[src/rtl/mheap_ram.sv]
// ----------------------------------------------------------------------------
// mheap_ram
// Generic simple dual-port RAM: one write port, one read port, registered read.
// ----------------------------------------------------------------------------
module mheap_ram #(
    parameter int WIDTH = 32,
    parameter int DEPTH = 16
) (
    input  logic                     i_clk,
    input  logic                     i_we,
    input  logic [$clog2(DEPTH)-1:0] i_waddr,
    input  logic [WIDTH-1:0]         i_wdata,
    input  logic [$clog2(DEPTH)-1:0] i_raddr,
    output logic [WIDTH-1:0]         o_rdata
);

    logic [WIDTH-1:0] r_mem [DEPTH];
    logic [WIDTH-1:0] r_rdata;

    always_ff @(posedge i_clk) begin
        if (i_we) begin
            r_mem[i_waddr] <= i_wdata;
        end
        r_rdata <= r_mem[i_raddr];
    end

    assign o_rdata = r_rdata;

endmodule

[config.mk]
export PLATFORM = sky130hd
export DESIGN_NAME = mheap_ram
export DESIGN_NICKNAME = d
export VERILOG_FILES = /design/src/rtl/mheap_ram.sv
export SDC_FILE = /design/constraint.sdc
export NUM_CORES = 1
export LEC_CHECK = 0
export BUFFER_PORTS_ARGS = -buffer_cell sky130_fd_sc_hd__buf_4
export CORE_MARGIN = 5
export CORE_UTILIZATION = 61
export DETAILED_ROUTE_END_ITERATION = 7
export PLACE_DENSITY = 0.89
export SYNTH_ARGS = -nofsm -noshare
export SYNTH_HDL_FRONTEND = slang
export SYNTH_SLANG_ARGS = --single-unit
export TNS_END_PERCENT = 20
[constraint.sdc]
create_clock -name i_clk -period 4.3 [get_ports i_clk]
set_input_delay 0.645 -clock i_clk [delete_from_list [all_inputs] [get_ports i_clk]]
set_output_delay 0.645 -clock i_clk [all_outputs]
set_load 0.02 [all_outputs]
==> results of run 1 <==
[sequential cells by signal (all words and copies together), names as in the netlist]
register	count
r_mem	512
o_rdata	32
[area by class of cell]
class	instances	area share
flip-flops and latches	544	0.7052
repair buffers	94	0.03300
clock buffers	70	0.06159
clock inverters	26	0.01058
well taps	442	0.02435
multi-input cells	251	0.1651
diodes	2	0.0002204
[per-layer routing]
metal,vias to the layer above,GRT usage,routed length [µm]
met1,4967,0.3388,16200
met4,0,0.08039,1452
met2,612,0.4133,22700
met5,-,0,0
met3,96,0.05181,3977
li1,3782,-,-
[path summary, 6_finish.rpt]
check	to	start	slack [ns]
worst max-delay path	r_mem[6][8]	i_waddr[3]	2.14
worst min-delay path	r_mem[4][30]	i_wdata[30]	0.37
worst max register to register	o_rdata[12]	r_mem[15][12]	2.72
worst min register to register	o_rdata[13]	r_mem[13][13]	0.67
[cell usage after synthesis, drive strengths merged]
cell type  instances
dfxtp             32
nand2             33
nor2b              2
or3b               1
buf               26
clkbuf            17
edfxtp           512
nand2b             2
a22oi             64
nand3b             2
nor3               4
nand3              1
nor2              13
mux4             128
and2               1
[power by group]
group	switching [mW]	internal, mW	leakage, nW
Clock	1.91	2.52	0.800
Sequential	0.0464	5.93	4.89
Combinational	0.347	0.242	1.61
[kinds of logic after synthesis]
group,Yosys count,synth area share
muxes,128,0.1452
buffers and inverters,43,0.01122
AOI/OAI and AO/OA,64,0.02420
and+or+nand+nor,59,0.01273
DFF,544,0.8067
[through the flow]
step	setup slack (ns)	utilization	hold slack [ns]	instance area [µm²]	cells
2_1_floorplan	0.4754	-	0.6349	19850	838
6_report	2.136	0.7016	0.3692	22710	1429
5_1_grt	2.032	0.7016	0.3682	22710	1429
3_5_place_dp	1.605	0.6508	0.6544	21070	1331
4_1_cts	2.163	0.7015	0.3488	22710	1427
3_3_place_gp	1.642	0.6508	0.6458	21070	1331
==> results_dict.tcl, run 1 <==
set metrics [dict create \
    status "finished clean" \
    netlist_instances 838 \
    synth_cell_types 18 \
    grt_max_degree 58 \
    ys_ff_latch 544 \
    rows 66 \
    gp_congestion 0.7365 \
    fin_crit_sh 0.5033 \
    finClkSkew_ns 0.01904 \
    cts_max_path_buffers 3 \
    crit_chain "buf_4 -> nand3b_1 -> nor2_4 -> buf_4" \
    numCtsBuffers 51 \
    setup_viol 0 \
    holdPathStages 1 \
    fmax_ghz 0.4621 \
    crit_path_start_kind "primary input" \
    yosysSeqAreaShare 0.8067 \
    clk_latency_ns 0.57 \
    path_class "in2reg" \
    drc_errors 0 \
    power_mw 10.99 \
    crit_buf_inv 2 \
    path_delay_family "simple AND/OR/NAND/NOR gates" \
    cp_num_cells 4 \
    relSlewSlack 0.1497 \
    pin_count 74 \
    final_common_cell "edfxtp_1" \
    cts_setup_buffers 0 \
    viasPerCell 6.618 \
    die_x_um 190.4 \
    synth_top_area_frac 0.7744 \
    core-area_um2 32370 \
    vdd_drop_max_mv 0.3542 \
    syn_avg_cell_area_um2 23.69 \
    yosys-top-cells-area "edfxtp_1 (77%), mux4_2 (15%), dfxtp_1 (3.2%), a22oi_1 (2.4%), nand2_1 (0.62%)" \
    cp_data_arrival_time_ns 2.42 \
    layout_common_cells "edfxtp_1 (512), mux4_2 (128), buf_4 (90)" \
    nFillCells 1829 \
    dr.first_iter.drc_count 1467 \
    cts.sinks 544 \
    multi_input_area_um2 3750 \
    grt_pass1_wl_um 65190 \
    reg2reg_depth 3 \
    critPathMostFrequentCell "buf_4" \
    syn_nets 880 \
    hp-class "in2reg" \
    htreeDepth 2 \
    maxCapViolations 0 \
    cts_tree "yes" \
    areaGrowthSynthToFinish_pct 14.39 \
    worst_path_max_delay_cell "nor2_4" \
    die-height_um 190.4 \
    routed_wl_um 44330 \
    layout_min_cycle_time_ns 2.164 \
    antenna_found_initial 2 \
    worst_slew_pin_slew_ns 1.273 \
    cts_hold_buf 0 \
    path_clk_slew_ns 0.07 \
    cts_root_buffer "clkbuf_16" \
    cts.repair.resized 0 \
    worstSetupEndpointType "register" \
    crit_fanout 24 \
    yosys.area.top_type "edfxtp_1" \
    regArea_um2 16020 \
    setup-tns-final_ns 0 \
    critPathRequiredTime_ns 4.56 \
    drtAntennaViolNets 0 \
    die-area_um2 36260 \
    drtPass1Iterations 5 \
    drv_slew 0 \
    grt_pass1_vias 10039 \
    cpPeakStageDelay_ns 0.91 \
    hpwl_um 22300 \
    ys_warn_count 0 \
    dr_total_vias 9457 \
    layout.nets 984 \
    hold_violations 0 \
    gr-total-overflow 0 \
    routedWlPerCell_um 31.02 \
    leakagePower_nw 7.303 \
    track_usage 0.2487 \
    port_buffers 73 \
    start_util 0.6133 \
    powerDensity_nw_per_um2 483.9 \
    final_layout_size_suffix_gt1_frac 0.3208 \
    rsz0062_at_grt "no" \
    syn_area_um2 19850 \
]
(Power assumes the default switching activity.)
==> run 2: changes to the inputs <==
--- a/config.mk
+++ b/config.mk
@@ -7,9 +7,9 @@
 export LEC_CHECK = 0
 export BUFFER_PORTS_ARGS = -buffer_cell sky130_fd_sc_hd__buf_4
 export CORE_MARGIN = 5
-export CORE_UTILIZATION = 61
+export CORE_UTILIZATION = 55
 export DETAILED_ROUTE_END_ITERATION = 7
-export PLACE_DENSITY = 0.89
+export PLACE_DENSITY = 0.85
 export SYNTH_ARGS = -nofsm -noshare
 export SYNTH_HDL_FRONTEND = slang
 export SYNTH_SLANG_ARGS = --single-unit
==> constraint.sdc (replaced) <==
create_clock -name i_clk -period 1.9 [get_ports i_clk]
set_input_delay 0.285 -clock i_clk [delete_from_list [all_inputs] [get_ports i_clk]]
set_output_delay 0.285 -clock i_clk [all_outputs]
set_load 0.02 [all_outputs]
==> results_dict.tcl, run 2 (synthesis results as in run 1) <==
set metrics [dict create \
    gp_congestion 0.7101 \
    final_common_cell "edfxtp_1" \
    dr_total_vias 9499 \
    numCtsBuffers 50 \
    clk_latency_ns 0.57 \
    core-area_um2 35570 \
    crit_path_start_kind "register" \
    track_usage 0.2258 \
    worstSetupEndpointType "register" \
    relSlewSlack 0.2659 \
    cts_root_buffer "clkbuf_16" \
    die_x_um 200.0 \
    cts.sinks 544 \
    placed_area_um2 21660 \
    num_antenna_cells 0 \
    post-place-ws_ns 0.01301 \
    fin_util 0.6533 \
    drtPass1Iterations 5 \
    viasPerCell 6.475 \
    drc_errors 0 \
    cts.repair.resized 0 \
    regArea_um2 16020 \
    rows 69 \
    setup-tns-final_ns 0 \
    antenna_found_initial 1 \
    grt_max_degree 56 \
    cp-startpoint "r_mem[3][24]" \
    leakagePower_nw 7.501 \
    largest_register "r_mem" \
    multi_input_area_um2 3777 \
    routedWlPerCell_um 30.44 \
    fin_crit_sh 0.7682 \
    power_mw 24.62 \
    die-height_um 200.0 \
    gr-total-overflow 0 \
    htreeDepth 2 \
    holdPathStages 1 \
    powerDensity_nw_per_um2 1060 \
    dpl.cell_count 1376 \
    setup_viol 0 \
    drv_slew 0 \
    layout_min_cycle_time_ns 1.460 \
    path_clk_slew_ns 0.06 \
    pin_count 74 \
    start_util 0.5582 \
    status "finished clean" \
    hold_violations 0 \
    critPathRequiredTime_ns 2.32 \
    worst_slew_pin_slew_ns 1.101 \
    rsz0062_at_grt "no" \
    cts_setup_buffers 0 \
    dr.first_iter.drc_count 1007 \
    reg2reg_depth 3 \
    hpwl_um 22600 \
    finClkSkew_ns 0.01444 \
    largest_reg_flops 512 \
    cts_tree "yes" \
    hp-start "i_wdata[11]" \
    port_buffers 73 \
    layout_common_cells "edfxtp_1 (512), mux4_2 (128), buf_4 (88)" \
    fin_area_um2 23240 \
    layout.nets 1010 \
    setup_slack_ns 0.4403 \
    cp_data_arrival_time_ns 1.88 \
    path_class "reg2reg" \
    r2r_start "r_mem[3][24]" \
    die-area_um2 40000 \
    crit_fanout 1 \
    final_layout_size_suffix_gt1_frac 0.3290 \
    vdd_drop_max_mv 0.8337 \
    nFillCells 2159 \
    layout.cells.non_filler 1467 \
    fmax_ghz 0.6851 \
    routed_wl_um 44660 \
    areaGrowthSynthToFinish_pct 17.05 \
    hp-class "in2reg" \
    cts_max_path_buffers 3 \
    drtAntennaViolNets 0 \
    grt_pass1_vias 10094 \
    whs_ns 0.02054 \
    maxCapViolations 0 \
    grt_pass1_wl_um 65360 \
]
-- run 2: cell count changes in the layout (fill, tap and decap cells not counted), moves of 2 or more --
cell,before,now
diode_2,2,0
buf_4,90,88
clkbuf_1,15,18
buf_12,3,31
clkinv_1,8,10
nor3_2,4,0
clkinv_2,10,2
nor3_4,0,4
-- run 2: area by class of cell --
| cell class | instances | share of cell area |
|---|---|---|
| Sequential cell | 544 | 0.6892 |
| Multi-Input combinational cell | 251 | 0.1625 |
| Tap cell | 461 | 0.02482 |
| Timing Repair Buffer | 121 | 0.05616 |
| Clock buffer | 71 | 0.05901 |
| Clock inverter | 19 | 0.008292 |
-- run 2: worst paths after layout --
check | endpoint | slack (ns)
worst max-delay path | o_rdata[24] | 0.44
worst min-delay path | r_mem[12][11] | 0.02
worst max register to register | o_rdata[24] | 0.44
worst min register to register | o_rdata[6] | 0.67
-- run 2: routing by layer --
layer / track usage / vias to the layer above / part of all wire
met5: 0 / - / 0.00036
met4: 0.05836 / 2 / 0.026
met3: 0.04683 / 90 / 0.090
met2: 0.3797 / 586 / 0.51
met1: 0.3098 / 4993 / 0.37
li1: - / 3828 / -
-- run 2: power by group --
part	switching, mW	internal [mW]	total (mW)
logic	0.807	0.614	1.42
clock network	4.12	5.56	9.68
registers	0.108	13.4	13.5
-- run 2: worst max-delay path, stage by stage, from the launching register on --
cell and delay [ns]:
edfxtp_1 0.39, mux4_2 0.51, a22oi_1 0.29, nand2_1 0.14
-- run 2: timing repair --
item / 4_1_cts / 5_1_grt
hold endpoints to repair: 4 / 0
hold buffers: 1 / 0
endpoints found under the setup margin: 0 / 0
