$ cat config.mk
export PLATFORM = sky130hd
export DESIGN_NAME = mheap_ctrl
export DESIGN_NICKNAME = d
export VERILOG_FILES = /design/src/rtl/mheap_pkg.sv /design/src/rtl/mheap_ctrl.sv
export SDC_FILE = /design/constraint.sdc
export NUM_CORES = 1
export LEC_CHECK = 0
export BUFFER_PORTS_ARGS = -buffer_cell sky130_fd_sc_hd__buf_2
export CAP_MARGIN = 20
export CORE_UTILIZATION = 45
export CTS_BUF_LIST = sky130_fd_sc_hd__clkbuf_8
export DETAILED_ROUTE_END_ITERATION = 8
export GPL_TIMING_DRIVEN = 0
export PLACE_DENSITY = 0.72
export SYNTH_ARGS = -nofsm -noshare
export SYNTH_HDL_FRONTEND = slang
export SYNTH_SLANG_ARGS = --single-unit
$ cat constraint.sdc
create_clock -name i_clk -period 8 [get_ports i_clk]
set_clock_uncertainty 0.1 [all_clocks]
set_input_delay 0.8 -clock i_clk [delete_from_list [all_inputs] [get_ports i_clk]]
set_output_delay 0.8 -clock i_clk [all_outputs]
set_load 0.1 [all_outputs]
$ cat src/rtl/mheap_pkg.sv
// ----------------------------------------------------------------------------
// mheap_pkg
// Shared types and constants of the binary max-heap block.
// ----------------------------------------------------------------------------
package mheap_pkg;

    localparam int DATA_W         = 32;
    localparam int COUNT_W        = 5;
    localparam int STATUS_W       = 2;
    localparam int HEAP_DEPTH_DEF = 16;

    typedef enum logic {
        CMD_INSERT = 1'b0,
        CMD_DELETE = 1'b1
    } t_cmd;

    typedef enum logic [STATUS_W-1:0] {
        ST_OK        = 2'd0,
        ST_FULL      = 2'd1,
        ST_NOT_FOUND = 2'd2
    } t_status;

    typedef enum logic [3:0] {
        S_IDLE,
        S_SEARCH_RD,
        S_SEARCH_CMP,
        S_SWAP_RD,
        S_SWAP_WR,
        S_RB_START,
        S_SD_RDN,
        S_SD_GOTN,
        S_SD_GOTL,
        S_SD_GOTR,
        S_SD_DECIDE,
        S_SD_SWAP2,
        S_SD_NEXT,
        S_TOP_RD,
        S_TOP_WAIT,
        S_OUT
    } t_state;

    // result handed from the sequencer to the output stage
    typedef struct packed {
        logic                     done;
        logic signed [DATA_W-1:0] top_value;
        logic [COUNT_W-1:0]       count;
        t_status                  status;
    } t_result;

endpackage

$ cat src/rtl/mheap_ctrl.sv
// ----------------------------------------------------------------------------
// mheap_ctrl
// Command sequencer: linear search, swap with last, bottom-up rebuild by
// sift-down, all through one read and one write port of the heap RAM.
// ----------------------------------------------------------------------------
module mheap_ctrl import mheap_pkg::*; #(
    parameter int HEAP_DEPTH = HEAP_DEPTH_DEF
) (
    input  logic                          i_clk,
    input  logic                          i_rst_n,
    input  logic                          i_in_valid,
    output logic                          o_in_ready,
    input  logic                          i_cmd,
    input  logic signed [DATA_W-1:0]      i_value,
    input  logic                          i_out_free,
    output t_result                       o_res,
    output logic                          o_we,
    output logic [$clog2(HEAP_DEPTH)-1:0] o_waddr,
    output logic [DATA_W-1:0]             o_wdata,
    output logic [$clog2(HEAP_DEPTH)-1:0] o_raddr,
    input  logic [DATA_W-1:0]             i_rdata
);

    localparam int AW = $clog2(HEAP_DEPTH);
    localparam int CW = $clog2(HEAP_DEPTH + 1);
    localparam int XW = AW + 2;

    t_state            r_state, n_state;
    logic [CW-1:0]     r_cnt, n_cnt;
    logic [DATA_W-1:0] r_val, n_val;
    logic [AW-1:0]     r_idx, n_idx;
    logic [AW-1:0]     r_found, n_found;
    logic [AW-1:0]     r_k, n_k;
    logic [AW-1:0]     r_node, n_node;
    logic [AW-1:0]     r_big, n_big;
    logic [DATA_W-1:0] r_nval, n_nval;
    logic [DATA_W-1:0] r_bval, n_bval;
    logic [DATA_W-1:0] r_top, n_top;
    t_status           r_status, n_status;

    logic          accept;
    logic          is_full;
    logic [CW-1:0] cnt_m1;
    logic [CW-1:0] half;
    logic [XW-1:0] cnt_x;
    logic [XW-1:0] l_node, rch_node, l_big;
    logic          l_ok, rch_ok, lb_ok;
    logic          hit;
    logic          idx_last;
    logic          gt_rd;

    assign accept   = i_in_valid && (r_state == S_IDLE);
    assign is_full  = r_cnt >= CW'(HEAP_DEPTH);
    assign cnt_m1   = r_cnt - CW'(1);
    assign half     = r_cnt >> 1;
    assign cnt_x    = XW'(r_cnt);
    assign l_node   = {1'b0, r_node, 1'b1};
    assign rch_node = l_node + XW'(1);
    assign l_big    = {1'b0, r_big, 1'b1};
    assign l_ok     = l_node < cnt_x;
    assign rch_ok   = rch_node < cnt_x;
    assign lb_ok    = l_big < cnt_x;
    assign hit      = i_rdata == r_val;
    assign idx_last = CW'(r_idx) == cnt_m1;
    assign gt_rd    = $signed(i_rdata) > $signed(r_bval);

    // next state
    always_comb begin
        n_state = r_state;
        unique case (r_state)
            S_IDLE: begin
                if (accept) begin
                    if (t_cmd'(i_cmd) == CMD_INSERT) begin
                        n_state = is_full ? S_TOP_RD : S_RB_START;
                    end else begin
                        n_state = (r_cnt == '0) ? S_TOP_RD : S_SEARCH_RD;
                    end
                end
            end
            S_SEARCH_RD:  n_state = S_SEARCH_CMP;
            S_SEARCH_CMP: begin
                priority if (hit)  n_state = S_SWAP_RD;
                else if (idx_last) n_state = S_TOP_RD;
                else               n_state = S_SEARCH_RD;
            end
            S_SWAP_RD:    n_state = S_SWAP_WR;
            S_SWAP_WR:    n_state = S_RB_START;
            S_RB_START:   n_state = (half == '0) ? S_TOP_RD : S_SD_RDN;
            S_SD_RDN:     n_state = S_SD_GOTN;
            S_SD_GOTN:    n_state = l_ok ? S_SD_GOTL : S_SD_NEXT;
            S_SD_GOTL:    n_state = rch_ok ? S_SD_GOTR : S_SD_DECIDE;
            S_SD_GOTR:    n_state = S_SD_DECIDE;
            S_SD_DECIDE:  n_state = (r_big == r_node) ? S_SD_NEXT : S_SD_SWAP2;
            S_SD_SWAP2:   n_state = lb_ok ? S_SD_GOTL : S_SD_NEXT;
            S_SD_NEXT:    n_state = (r_k == '0) ? S_TOP_RD : S_SD_RDN;
            S_TOP_RD:     n_state = S_TOP_WAIT;
            S_TOP_WAIT:   n_state = S_OUT;
            S_OUT:        n_state = i_out_free ? S_IDLE : S_OUT;
            default:      n_state = S_IDLE;
        endcase
    end

    // outputs and datapath
    always_comb begin
        n_cnt    = r_cnt;
        n_val    = r_val;
        n_idx    = r_idx;
        n_found  = r_found;
        n_k      = r_k;
        n_node   = r_node;
        n_big    = r_big;
        n_nval   = r_nval;
        n_bval   = r_bval;
        n_top    = r_top;
        n_status = r_status;
        o_we     = 1'b0;
        o_waddr  = '0;
        o_wdata  = '0;
        o_raddr  = '0;
        unique case (r_state)
            S_IDLE: begin
                if (accept) begin
                    n_val    = i_value;
                    n_idx    = '0;
                    n_status = ST_OK;
                    if (t_cmd'(i_cmd) == CMD_INSERT) begin
                        if (is_full) begin
                            n_status = ST_FULL;
                        end else begin
                            // append at the end
                            o_we    = 1'b1;
                            o_waddr = AW'(r_cnt);
                            o_wdata = i_value;
                            n_cnt   = r_cnt + CW'(1);
                        end
                    end else if (r_cnt == '0) begin
                        n_status = ST_NOT_FOUND;
                    end
                end
            end
            S_SEARCH_RD: begin
                o_raddr = r_idx;
            end
            S_SEARCH_CMP: begin
                priority if (hit) begin
                    n_found = r_idx;
                end else if (idx_last) begin
                    n_status = ST_NOT_FOUND;
                end else begin
                    n_idx = r_idx + AW'(1);
                end
            end
            S_SWAP_RD: begin
                o_raddr = AW'(cnt_m1);
            end
            S_SWAP_WR: begin
                // last entry moves into the hole; the old one drops off the end
                o_we    = 1'b1;
                o_waddr = r_found;
                o_wdata = i_rdata;
                n_cnt   = cnt_m1;
            end
            S_RB_START: begin
                n_k    = AW'(half - CW'(1));
                n_node = AW'(half - CW'(1));
            end
            S_SD_RDN: begin
                o_raddr = r_node;
            end
            S_SD_GOTN: begin
                n_nval  = i_rdata;
                n_bval  = i_rdata;
                n_big   = r_node;
                o_raddr = AW'(l_node);
            end
            S_SD_GOTL: begin
                if (gt_rd) begin
                    n_big  = AW'(l_node);
                    n_bval = i_rdata;
                end
                o_raddr = AW'(rch_node);
            end
            S_SD_GOTR: begin
                if (gt_rd) begin
                    n_big  = AW'(rch_node);
                    n_bval = i_rdata;
                end
            end
            S_SD_DECIDE: begin
                if (r_big != r_node) begin
                    o_we    = 1'b1;
                    o_waddr = r_node;
                    o_wdata = r_bval;
                end
            end
            S_SD_SWAP2: begin
                // finish the swap and descend; node value stays in r_nval
                o_we    = 1'b1;
                o_waddr = r_big;
                o_wdata = r_nval;
                n_node  = r_big;
                n_bval  = r_nval;
                o_raddr = AW'(l_big);
            end
            S_SD_NEXT: begin
                n_k    = r_k - AW'(1);
                n_node = r_k - AW'(1);
            end
            S_TOP_RD: begin
                o_raddr = '0;
            end
            S_TOP_WAIT: begin
                n_top = (r_cnt != '0) ? i_rdata : '0;
            end
            S_OUT: begin
            end
            default: begin
            end
        endcase
    end

    always_ff @(posedge i_clk) begin
        if (!i_rst_n) begin
            r_state  <= S_IDLE;
            r_cnt    <= '0;
        end else begin
            r_state  <= n_state;
            r_cnt    <= n_cnt;
        end
    end

    always_ff @(posedge i_clk) begin
        r_val    <= n_val;
        r_idx    <= n_idx;
        r_found  <= n_found;
        r_k      <= n_k;
        r_node   <= n_node;
        r_big    <= n_big;
        r_nval   <= n_nval;
        r_bval   <= n_bval;
        r_top    <= n_top;
        r_status <= n_status;
    end

    assign o_in_ready      = (r_state == S_IDLE);
    assign o_res.done      = (r_state == S_OUT) && i_out_free;
    assign o_res.top_value = r_top;
    assign o_res.count     = COUNT_W'(r_cnt);
    assign o_res.status    = r_status;

endmodule

==> flow_summary_export.csv, run 1 <==
group,metric,value,unit
yosys,syn_area_per_cell,10.70,sq um
worst_setup_path,rr_worst_depth,8,
finish,layout-drive-gt1-share,23.21,%
floorplanning,initial_core_util,46.44,%
finish,final_design_area_no_fill,10290,sq um
timing,finalSetupViolations,0,
clock_tree,cts_num_sinks,159,
timing,slew_headroom,40.00,%
floorplanning,core_area,18960,sq um
yosys,synth-seq-cells,159,
yosys,synth_sequential_area_ratio,53.22,%
place,area_of_placed_instances,9915,sq um
floorplanning,area_enclosed_by_the_die_boundary,20120,sq um
worst_hold_path,min_from,"i_value[0]",
worst_hold_path,worstHoldEndpoint,"r_val[0]",
timing,fmaxAchievable,0.2455,GHz
place,input_output_buffers,150,
yosys,synth-edff-count,150,
worst_setup_path,worst-endpoint-arrival,3170,ps
yosys,synthesis.area,8802,sq um
worst_setup_path,r2r_slack,4870,ps
run_status,violations_in_the_final_reports,"design-rule violations",
timing,final_critical_path_setup_slack,3926,ps
power_and_ir_drop,worst_ir_drop_vdd,0.0004316,V
floorplanning,die_height,141.9,um
finish,antenna_cells_inserted,0,
route,routed_via_density,5.657,
power_and_ir_drop,p_leak,4.331,nW
place,worst_slack_at_placement,4361,ps
finish,multiInputGateArea,3722,sq um
finish,layout.nets,1113,
timing,finalHoldViolations,0,
clock_tree,clk_transition_reported_paths,100,ps
timing,fin_setup_tns,0,ps
worst_setup_path,crit_family,"buffers and inverters",
timing,grt_setup_unrepaired,"no",
flow_run,timing.max_cap.violations,0,
route,detailedRoute.firstPassIterationCount,9,
route,detail_route.iter0.violations,875,
clock_tree,clock_insertion_delay_worst_skew,470,ps
place,finalWeightedCongestion,0.9807,
power_and_ir_drop,power_density,390.6,nW/um^2
yosys,ys.flop_type,"edfxtp_1",
finish,sequential_cell_area,4684,sq um
worst_setup_path,worstReg2RegEnd,"r_bval[15]",
timing,final_critical_period,4074,ps
route,vias,7150,
worst_hold_path,worst_hold_path_type,"input pin to register",
route,detail_route.drc_violations,2,
clock_tree,postCtsSetupRepairBufs,0,
clock_tree,cts-resized-gates,0,
timing,final_number_of_max_transition_violations,0,
worst_setup_path,path_common_cell,"buf_2",
yosys,synth.lib_cells_used.distinct,66,
clock_tree,htreeDepth,4,
worst_setup_path,rr_startpoint,"r_bval[1]",
yosys,synth_net_count,943,
global_route,globalRouteOverflowTotal,0,
worst_setup_path,timing.critical_path.slowest_cell_delay,440,ps
worst_setup_path,sort_of_element_at_the_start_of_the_critical_path,"register",
clock_tree,clockBufferDepth,2,
clock_tree,tritoncts_clock_tree,"yes",
route,post_drt_wl_per_cell,20.80,um
route,ant_nets,0,
global_route,first_pass_grt_wire_length,39300,um
finish,fillCellCount,1688,
timing,fin_crit_sh,50.92,%
finish,area_growth_syn_to_layout,16.89,%
place,place.detailed.hpwl,19010,um
floorplanning,die_x,141.9,um
worst_setup_path,crit_buf_inv,4,
floorplanning,fp_rows,50,
yosys,total_number_of_yosys_warnings,0,
worst_setup_path,timing.critical_path.cells,"inv_1 > nand2_1 > nor3_1 > buf_2 > buf_2 > a222oi_1 > nand2_1 > buf_2",
global_route,antenna_violations_before_repair,0,
worst_setup_path,timing.critical_path.slowest_stage_cell,"nor3_1",
worst_setup_path,worst_path_fanout_max,10,
timing,timing_worst_slew_pin_value,900.0,ps
global_route,grt_pass1_vias,6751,
worst_setup_path,critPathKind,"register to primary output",
clock_tree,hold_buffers,0,
worst_setup_path,cp_data_required_time,7100,ps
worst_setup_path,setup.worst_path.end_class,"primary output",
global_route,overall_global_routing_resource_usage,26.69,%
clock_tree,ctsRootBufferMaster,"clkbuf_8",
run_status,outcome,"finished with violations",
yosys,ys_async_sr_fraction,0,%
global_route,grt_start_max_net_pins,36,
route,wirelength_routed,26290,um
floorplanning,count_of_pins_on_the_block_boundary,151,
yosys,synth_cells,823,
worst_hold_path,min_path_cells,1,
clock_tree,num_cts_buffers,17,
[stage by stage]
step / hold slack [ps] / util, % / std cells / power (mW)
2_1_floorplan: 408.5 / - / 823 / 2.893
3_3_place_gp: 415.4 / 52.11 / 1233 / 3.400
3_5_place_dp: 426.8 / 52.30 / 1234 / 3.427
4_1_cts: 395.7 / 54.28 / 1264 / 4.018
5_1_grt: 394.7 / 54.28 / 1264 / 4.190
6_report: 417.7 / 54.28 / 1264 / 4.019
[routing by layer]
metal / vias up / part of all wire, % / GRT usage (%)
met5: - / 0 / 0
met4: 0 / 2.2 / 9.111
met3: 36 / 9.7 / 5.839
met2: 405 / 47 / 42.52
met1: 3383 / 41 / 36.02
li1: 3326 / - / -
[worst reg2reg max path, cell delays in order (launching register included)]
cell and delay (ps):
edfxtp_1 400, inv_1 100, ha_1 240, nor2b_1 130, o211ai_1 210, a2111oi_0 150
a2111oi_0 400, a21oi_1 150, or3_2 870
[worst max path at each step]
stage	from	end	slack, ps	cells after the start
2_1_floorplan	r_cnt[2]	o_raddr[3]	3350	7
3_3_place_gp	i_rdata[15]	r_bval[7]	4000	7
3_5_place_dp	i_rdata[1]	r_bval[7]	4360	8
4_1_cts	r_state[0]	o_waddr[2]	4020	8
5_1_grt	r_state[0]	o_wdata[30]	3840	8
6_report	r_state[0]	o_waddr[2]	3930	8
[flip-flops by register name (all words and copies together) (netlist names)]
register	count
r_top	32
r_status	2
r_nval	32
r_big	4
r_state	4
r_cnt	5
r_found	4
r_k	4
r_node	4
r_bval	32
r_val	32
r_idx	4
[cells in the final DEF, fill, tap and decap left out, drive strengths merged, types with 4 or more instances in the layout]
master | Yosys | layout
nor4 | 4 | 4
a222oi | 37 | 37
a21o | 5 | 5
nand4 | 17 | 17
a21oi | 23 | 23
buf | 30 | 181
nand2 | 207 | 207
xor2 | 6 | 6
clkbuf | 11 | 28
a31oi | 6 | 6
nor2 | 35 | 35
nor2b | 31 | 31
inv | 49 | 53
nand3 | 13 | 13
ha | 51 | 51
o21ai | 18 | 18
dfxtp | 9 | 9
mux2i | 5 | 5
edfxtp | 150 | 150
o221ai | 4 | 4
xnor2 | 50 | 50
nor3 | 6 | 6
a2111oi | 4 | 4
clkinv | 1 | 5
[logic make-up (layout without fill, tap and decap cells)]
group	Yosys count	in the layout	share of synthesized area, %
AND/OR/NAND/NOR	333	333	17.51
flip-flops	159	159	53.22
AO/OA/AOI/OAI	128	128	11.20
buffers and inverters	91	272	4.591
XOR/XNOR	56	56	5.657
adder cells (fa/ha/maj)	51	51	7.249
multiplexers	5	5	0.5686
[cell type report]
cell class	count	area share, %
tap	260	3.162
timing repair buffer	151	7.564
multi-input combinational	573	36.18
clock inverter	13	1.362
clock buffer	17	2.274
inverter	50	1.873
sequential	159	45.53
buffer	41	2.055
[cells in the mapped netlist, types with 4 or more instances]
master	number	share of area [%]
a31oi_1	6	0.43
clkbuf_1	11	0.47
nor2_1	32	1.4
xor2_1	6	0.60
a21o_1	5	0.43
nor3_1	4	0.23
inv_1	47	2.0
nand4_1	17	1.2
o21ai_0	18	1.0
nor4_1	4	0.28
a21oi_1	23	1.3
a222oi_1	37	4.2
a2111oi_0	4	0.40
dfxtp_1	9	2.0
o221ai_1	4	0.40
buf_2	22	1.3
buf_4	6	0.51
ha_1	51	7.2
nor2b_1	31	2.2
nand3_1	11	0.63
xnor2_1	49	4.9
edfxtp_1	150	51
nand2_1	206	8.8
mux2i_1	5	0.57
[power by group]
group / internal, mW / leakage [nW] / switching [mW] / total [mW]
Sequential: 1.14 / 1.45 / 0.106 / 1.25
Combinational: 0.521 / 2.70 / 1.66 / 2.18
Clock: 0.275 / 0.183 / 0.315 / 0.591
Total: 1.94 / 4.33 / 2.08 / 4.02
Power figures use the tool's default switching activity.
==> run 2, diff against run 1 <==
Settings changed: ABC_AREA set to 1.
Clock period 8 ns to 4.2 ns, I/O delays scaled along.
==> run 2 against run 1 <==
Effect of this change:
- the flow now finishes without violations
- sequential share of layout area is essentially flat
- area after synthesis decreased by 1.2%
- critical path depth is 2 lower
- worst setup slack got worse by 3300 ps
- via count fell by 0.27%
- sequential power up 91%
- first-iteration DRC count down 26%
- combinational power up 96%
- routed wire length down 5.8%
- synthesized cell count is 10% higher
- design area hardly changed
- utilization is 0.37 points higher
==> flow_summary_export.csv, run 2 <==
group,metric,value,unit
worst_setup_path,rr_worst_depth,6,
route,detail_route.iter0.violations,650,
timing,finalSetupViolations,0,
floorplanning,count_of_pins_on_the_block_boundary,151,
power_and_ir_drop,power_density,765.5,nW/um^2
finish,finalCoreUtilization,54.64,%
worst_setup_path,cp_data_required_time,3680,ps
clock_tree,htreeDepth,4,
timing,slew_headroom,38.01,%
finish,layout-drive-gt1-share,20.13,%
global_route,first_pass_grt_wire_length,38440,um
worst_setup_path,timing.critical_path.cells,"nand2_1 > nor2_2 > clkbuf_1 > nand2_1 > o211ai_1 > buf_2",
floorplanning,core_area,18830,sq um
timing,fmaxAchievable,0.2787,GHz
clock_tree,cts_num_sinks,159,
worst_setup_path,worstReg2RegEnd,"r_bval[20]",
timing,final_critical_period,3588,ps
yosys,synth_net_count,1028,
yosys,synth.largest_area_cell,"edfxtp_1",
finish,layout.nets,1200,
finish,fillCellCount,1712,
worst_setup_path,path_common_cell,"nand2_1",
yosys,synth_top_cells_by_area,"edfxtp_1, nand2_1, ha_1",
worst_hold_path,worstHoldEndpoint,"r_val[27]",
worst_setup_path,timing.critical_path.slowest_stage_cell,"clkbuf_1",
route,detail_route.drc_violations,0,
floorplanning,die_height,141.0,um
clock_tree,tritoncts_clock_tree,"yes",
route,ant_nets,0,
floorplanning,die_x,141.0,um
yosys,ys.flop_type,"edfxtp_1",
yosys,synth-edff-count,150,
timing,fin_setup_tns,0,ps
clock_tree,postCtsSetupRepairBufs,0,
finish,finish.cell_count_without_fillers,1353,
yosys,synthesis.area,8696,sq um
yosys,synth_top_cells_by_count,"nand2_1, edfxtp_1, inv_1",
place,worst_slack_at_placement,1055,ps
place,finalWeightedCongestion,0.9399,
route,post_drt_wl_per_cell,18.30,um
global_route,grt_pass1_vias,6999,
worst_hold_path,min_path_cells,1,
worst_setup_path,timing.critical_path.slowest_cell_delay,590,ps
route,vias,7131,
global_route,antenna_violations_before_repair,1,
worst_setup_path,sort_of_element_at_the_start_of_the_critical_path,"register",
yosys,ys_async_sr_fraction,0,%
timing,final_number_of_max_transition_violations,0,
worst_setup_path,worst_path_fanout_max,10,
finish,area_growth_syn_to_layout,18.33,%
clock_tree,cts-resized-gates,0,
yosys,total_number_of_yosys_warnings,0,
route,detailedRoute.firstPassIterationCount,5,
yosys,synth.top_cell.area_share,51.80,%
route,routed_via_density,5.271,
clock_tree,clockBufferDepth,2,
clock_tree,clk_transition_reported_paths,100,ps
clock_tree,hold_buffers,0,
global_route,grt_start_max_net_pins,34,
route,wirelength_routed,24760,um
place,input_output_buffers,150,
yosys,syn_area_per_cell,9.577,sq um
floorplanning,fp_rows,50,
worst_setup_path,r2r_slack,1280,ps
clock_tree,ctsRootBufferMaster,"clkbuf_8",
power_and_ir_drop,worst_ir_drop_vdd,0.0006351,V
worst_hold_path,worst_hold_path_type,"input pin to register",
timing,final_critical_path_setup_slack,612.4,ps
worst_setup_path,crit_family,"buffers and inverters",
worst_setup_path,setup.worst_path.end_class,"primary output",
finish,layout_commonest_cell,"nand2_1",
finish,antenna_cells_inserted,0,
place,area_of_placed_instances,9881,sq um
timing,fin_crit_sh,85.42,%
global_route,globalRouteOverflowTotal,0,
worst_setup_path,crit_buf_inv,2,
timing,finalHoldViolations,0,
floorplanning,area_enclosed_by_the_die_boundary,19880,sq um
yosys,yosysMostFrequentCell,"nand2_1",
run_status,outcome,"completed",
power_and_ir_drop,p_leak,4.591,nW
finish,final_design_area_no_fill,10290,sq um
flow_run,timing.max_cap.violations,0,
timing,timing_worst_slew_pin_value,929.8,ps
place,place.detailed.hpwl,18130,um
floorplanning,initial_core_util,46.18,%
worst_hold_path,min_from,"i_value[27]",
power_and_ir_drop,post-layout-total-power,7.877,mW
yosys,synth_cells,908,
global_route,overall_global_routing_resource_usage,25.89,%
yosys,synth.lib_cells_used.distinct,41,
worst_setup_path,worst-endpoint-arrival,3070,ps
yosys,synth_sequential_area_ratio,53.87,%
clock_tree,num_cts_buffers,17,
timing,whs,29.31,ps
worst_setup_path,critPathKind,"register to primary output",
worst_setup_path,rr_startpoint,"r_state[1]",
yosys,synth-seq-cells,159,
finish,mostFrequentLayoutCells,"nand2_1, buf_2, edfxtp_1, inv_1, nor2_1",
timing,grt_setup_unrepaired,"no",
clock_tree,clock_insertion_delay_worst_skew,470,ps
place,dp.cells,1321,
[run 2: worst max path at each step]
stage	cells after the start	to	slack (ps)	start
floorplan	6	o_raddr[1]	340	r_state[0]
global placement	4	r_bval[27]	-1540	r_state[1]
detailed placement	15	r_bval[18]	1060	i_rdata[7]
CTS	6	o_wdata[30]	630	r_state[1]
global route	6	o_wdata[7]	470	r_state[0]
finish	6	o_wdata[30]	610	r_state[1]
[run 2: worst reg2reg max path, delay by kind of cell, from the launching register on]
family	cells	cell delay, ps
simple gates	3	910
buf+inv	2	620
compound gates	1	590
flops	1	420
[run 2: report_power, final]
group / switching [mW] / internal (mW) / leakage (nW) / total, mW
Sequential: 0.185 / 2.21 / 1.45 / 2.39
Clock: 0.653 / 0.550 / 0.204 / 1.20
Combinational: 3.37 / 0.912 / 2.94 / 4.28
Total: 4.21 / 3.67 / 4.59 / 7.88
[run 2: layer usage]
metal	global-route usage, %	routed length (um)	up-vias
met4	11.21	713	2
met2	41.37	11450	292
met1	34.66	10820	3345
met5	0	11	-
met3	4.620	1766	46
li1	-	-	3446
[run 2: cell families after synthesis]
group                    after synthesis  synth area share [%]
AO/OA/AOI/OAI                        167                 11.60
XOR/XNOR                              42                 4.230
adder cells (fa/ha/maj)               51                 7.338
buffers and inverters                160                 7.165
flip-flops                           159                 53.87
multiplexers                           1                0.1151
AND/OR/NAND/NOR                      328                 15.68
[run 2: layout make-up]
class	count	area [sq um]	share of cell area [%]
flip-flops and latches	159	4684	45.53
multi-input cells	589	3415	33.18
repair buffers	153	833.3	8.098
inverters	138	518.0	5.034
well taps	260	325.3	3.161
clock buffers	17	234.0	2.274
clock inverters	15	175.2	1.702
plain buffers	22	105.1	1.021
==> run 3, diff against run 2 <==
Settings changed: BUFFER_PORTS_ARGS -buffer_cell sky130_fd_sc_hd__buf_2 to not set, CTS_BUF_LIST sky130_fd_sc_hd__clkbuf_8 to sky130_fd_sc_hd__clkbuf_16, DONT_BUFFER_PORTS set to 1, PLACE_DENSITY 0.72 to 0.66, REMOVE_ABC_BUFFERS set to 1.
==> run 3 against run 2 <==
Effect of this change:
- first-iteration DRC count fell by 34%
- fmax shrank 9.8%
- register-to-register slack got worse by 620 ps
- sequential power is 5% higher
- worst setup slack got worse by 390 ps
- count of clock-buffer cells in the layout unchanged
- critical path depth is 2 lower
- design area up 8.6%
- total power up 11%
- sequential share of layout area down 3.6 points
- highest routed layer is now met4
==> flow_summary_export.csv, run 3 (synthesized netlist as in run 2, its figures left out) <==
group,metric,value,unit
run_status,outcome,"completed",
floorplanning,initial_core_util,46.18,%
route,post_drt_wl_per_cell,19.03,um
finish,mostFrequentLayoutCells,"nand2_1, edfxtp_1, inv_1, dlygate4sd3_1, nor2_1",
worst_hold_path,worst_hold_path_type,"input pin to register",
global_route,globalRouteOverflowTotal,0,
worst_setup_path,rr_worst_depth,7,
flow_run,timing.max_cap.violations,0,
timing,final_number_of_max_transition_violations,0,
route,routed_via_density,5.377,
clock_tree,ctsRootBufferMaster,"clkbuf_16",
timing,fin_crit_sh,94.73,%
timing,fmaxAchievable,0.2513,GHz
timing,grt_setup_unrepaired,"no",
timing,final_critical_period,3979,ps
worst_hold_path,min_from,"i_rst_n",
clock_tree,tritoncts_clock_tree,"yes",
place,place.detailed.hpwl,16550,um
timing,timing_worst_slew_pin_value,1159,ps
timing,finalHoldViolations,0,
floorplanning,count_of_pins_on_the_block_boundary,151,
route,ant_nets,0,
power_and_ir_drop,p_leak,4.651,nW
worst_setup_path,worst-endpoint-arrival,3460,ps
worst_setup_path,cp_data_required_time,3680,ps
finish,layout.nets,1131,
global_route,first_pass_grt_wire_length,37750,um
worst_setup_path,sort_of_element_at_the_start_of_the_critical_path,"register",
floorplanning,fp_rows,50,
global_route,grt_pass1_vias,6846,
worst_setup_path,crit_buf_inv,1,
route,vias,6899,
finish,layout_commonest_cell,"nand2_1",
global_route,grt_start_max_net_pins,36,
power_and_ir_drop,worst_ir_drop_vdd,0.0008277,V
finish,antenna_cells_inserted,0,
clock_tree,clock_insertion_delay_worst_skew,430,ps
route,detail_route.drc_violations,0,
place,dp.cells,1181,
route,detailedRoute.firstPassIterationCount,5,
place,finalWeightedCongestion,0.9415,
floorplanning,die_x,141.0,um
finish,finalCoreUtilization,59.36,%
global_route,overall_global_routing_resource_usage,25.47,%
worst_setup_path,critPathKind,"register to primary output",
route,detail_route.iter0.violations,431,
worst_hold_path,min_path_cells,2,
timing,fin_setup_tns,0,ps
worst_setup_path,timing.critical_path.cells,"nand2_1 > nor2_4 > inv_1 > nand3_1",
worst_setup_path,setup.worst_path.end_class,"primary output",
finish,layout-drive-gt1-share,10.95,%
timing,final_critical_path_setup_slack,221.2,ps
worst_setup_path,worstReg2RegEnd,"r_idx[2]",
timing,slew_headroom,22.70,%
place,input_output_buffers,0,
route,wirelength_routed,24420,um
worst_setup_path,timing.critical_path.slowest_stage_cell,"nand3_1",
global_route,antenna_violations_before_repair,0,
floorplanning,area_enclosed_by_the_die_boundary,19880,sq um
timing,finalSetupViolations,0,
finish,area_growth_syn_to_layout,28.53,%
floorplanning,die_height,141.0,um
finish,final_design_area_no_fill,11180,sq um
clock_tree,htreeDepth,4,
worst_setup_path,rr_startpoint,"r_cnt[3]",
floorplanning,core_area,18830,sq um
clock_tree,num_cts_buffers,17,
power_and_ir_drop,power_density,779.6,nW/um^2
clock_tree,cts_num_sinks,159,
place,area_of_placed_instances,9847,sq um
place,worst_slack_at_placement,508.8,ps
clock_tree,clockBufferDepth,2,
clock_tree,clk_transition_reported_paths,70,ps
clock_tree,cts-resized-gates,0,
finish,fillCellCount,1585,
worst_hold_path,worstHoldEndpoint,"r_cnt[4]",
worst_setup_path,worst_path_fanout_max,26,
worst_setup_path,timing.critical_path.slowest_cell_delay,1020,ps
worst_setup_path,crit_family,"simple AND/OR/NAND/NOR gates",
finish,finish.cell_count_without_fillers,1283,
worst_setup_path,r2r_slack,660,ps
==> run 3: changes by cell type in the layout (fill, tap and decap cells not counted), moves of 5 or more <==
cell           previous run  this run
o21ai_2                   0        13
buf_2                   158         0
o2111ai_2                 0         5
o2111ai_1                 5         0
dlygate4sd3_1             0        65
clkbuf_16                 0        18
clkbuf_8                 17         0
buf_16                    3        24
o21ai_1                  14         1
buf_8                     0        10
clkbuf_1                 10         0
==> run 3: per-stage QoR <==
step	total power, mW	hold slack, ps
after detailed placement	7.024	369.8
after CTS	8.657	12.08
after global routing	9.116	35.66
final	8.714	31.87
after global placement	6.242	362.8
after floorplan	5.560	350.3
==> run 3: layout make-up <==
type / count / area (sq um) / area share [%]
clock buffers: 17 / 425.4 / 3.806
clock inverters: 14 / 167.7 / 1.500
inverters: 138 / 518.0 / 4.634
multi-input cells: 589 / 3505 / 31.36
flip-flops and latches: 159 / 4684 / 41.91
well taps: 260 / 325.3 / 2.911
repair buffers: 106 / 1551 / 13.88
==> run 3: repair_timing <==
| item | CTS | global route |
|---|---|---|
| endpoints found under the hold margin | 65 | 0 |
| setup buffers | 0 | 3 |
| setup endpoints to repair | 0 | 2 |
| hold buffers | 65 | 0 |
==> run 3: worst max-delay path by stage <==
stage | startpoint | end | slack, ps | cells past startpoint
6_report | r_state[1] | o_raddr[0] | 220 | 4
5_1_grt | r_state[1] | o_we | 60 | 4
4_1_cts | r_state[1] | o_waddr[2] | 50 | 9
3_5_place_dp | r_state[1] | o_waddr[2] | 510 | 9
3_3_place_gp | r_state[1] | r_bval[6] | -3000 | 4
2_1_floorplan | r_state[0] | r_bval[0] | -250 | 4
==> run 3: power breakdown <==
| group | internal (mW) | leakage, nW | switching [mW] |
|---|---|---|---|
| clock | 0.934 | 0.296 | 0.648 |
| combinational | 1.37 | 2.91 | 3.24 |
| sequential | 2.21 | 1.45 | 0.309 |
| total | 4.51 | 4.65 | 4.20 |
==> run 3: layer usage <==
metal  part of all wire (%)  global-route usage (%)  wire length (um)
met4                    1.8                   8.524               432
met1                     43                   33.85             10540
met3                    7.5                   4.925              1826
met5                      0                       0                 0
met2                     48                   41.79             11620
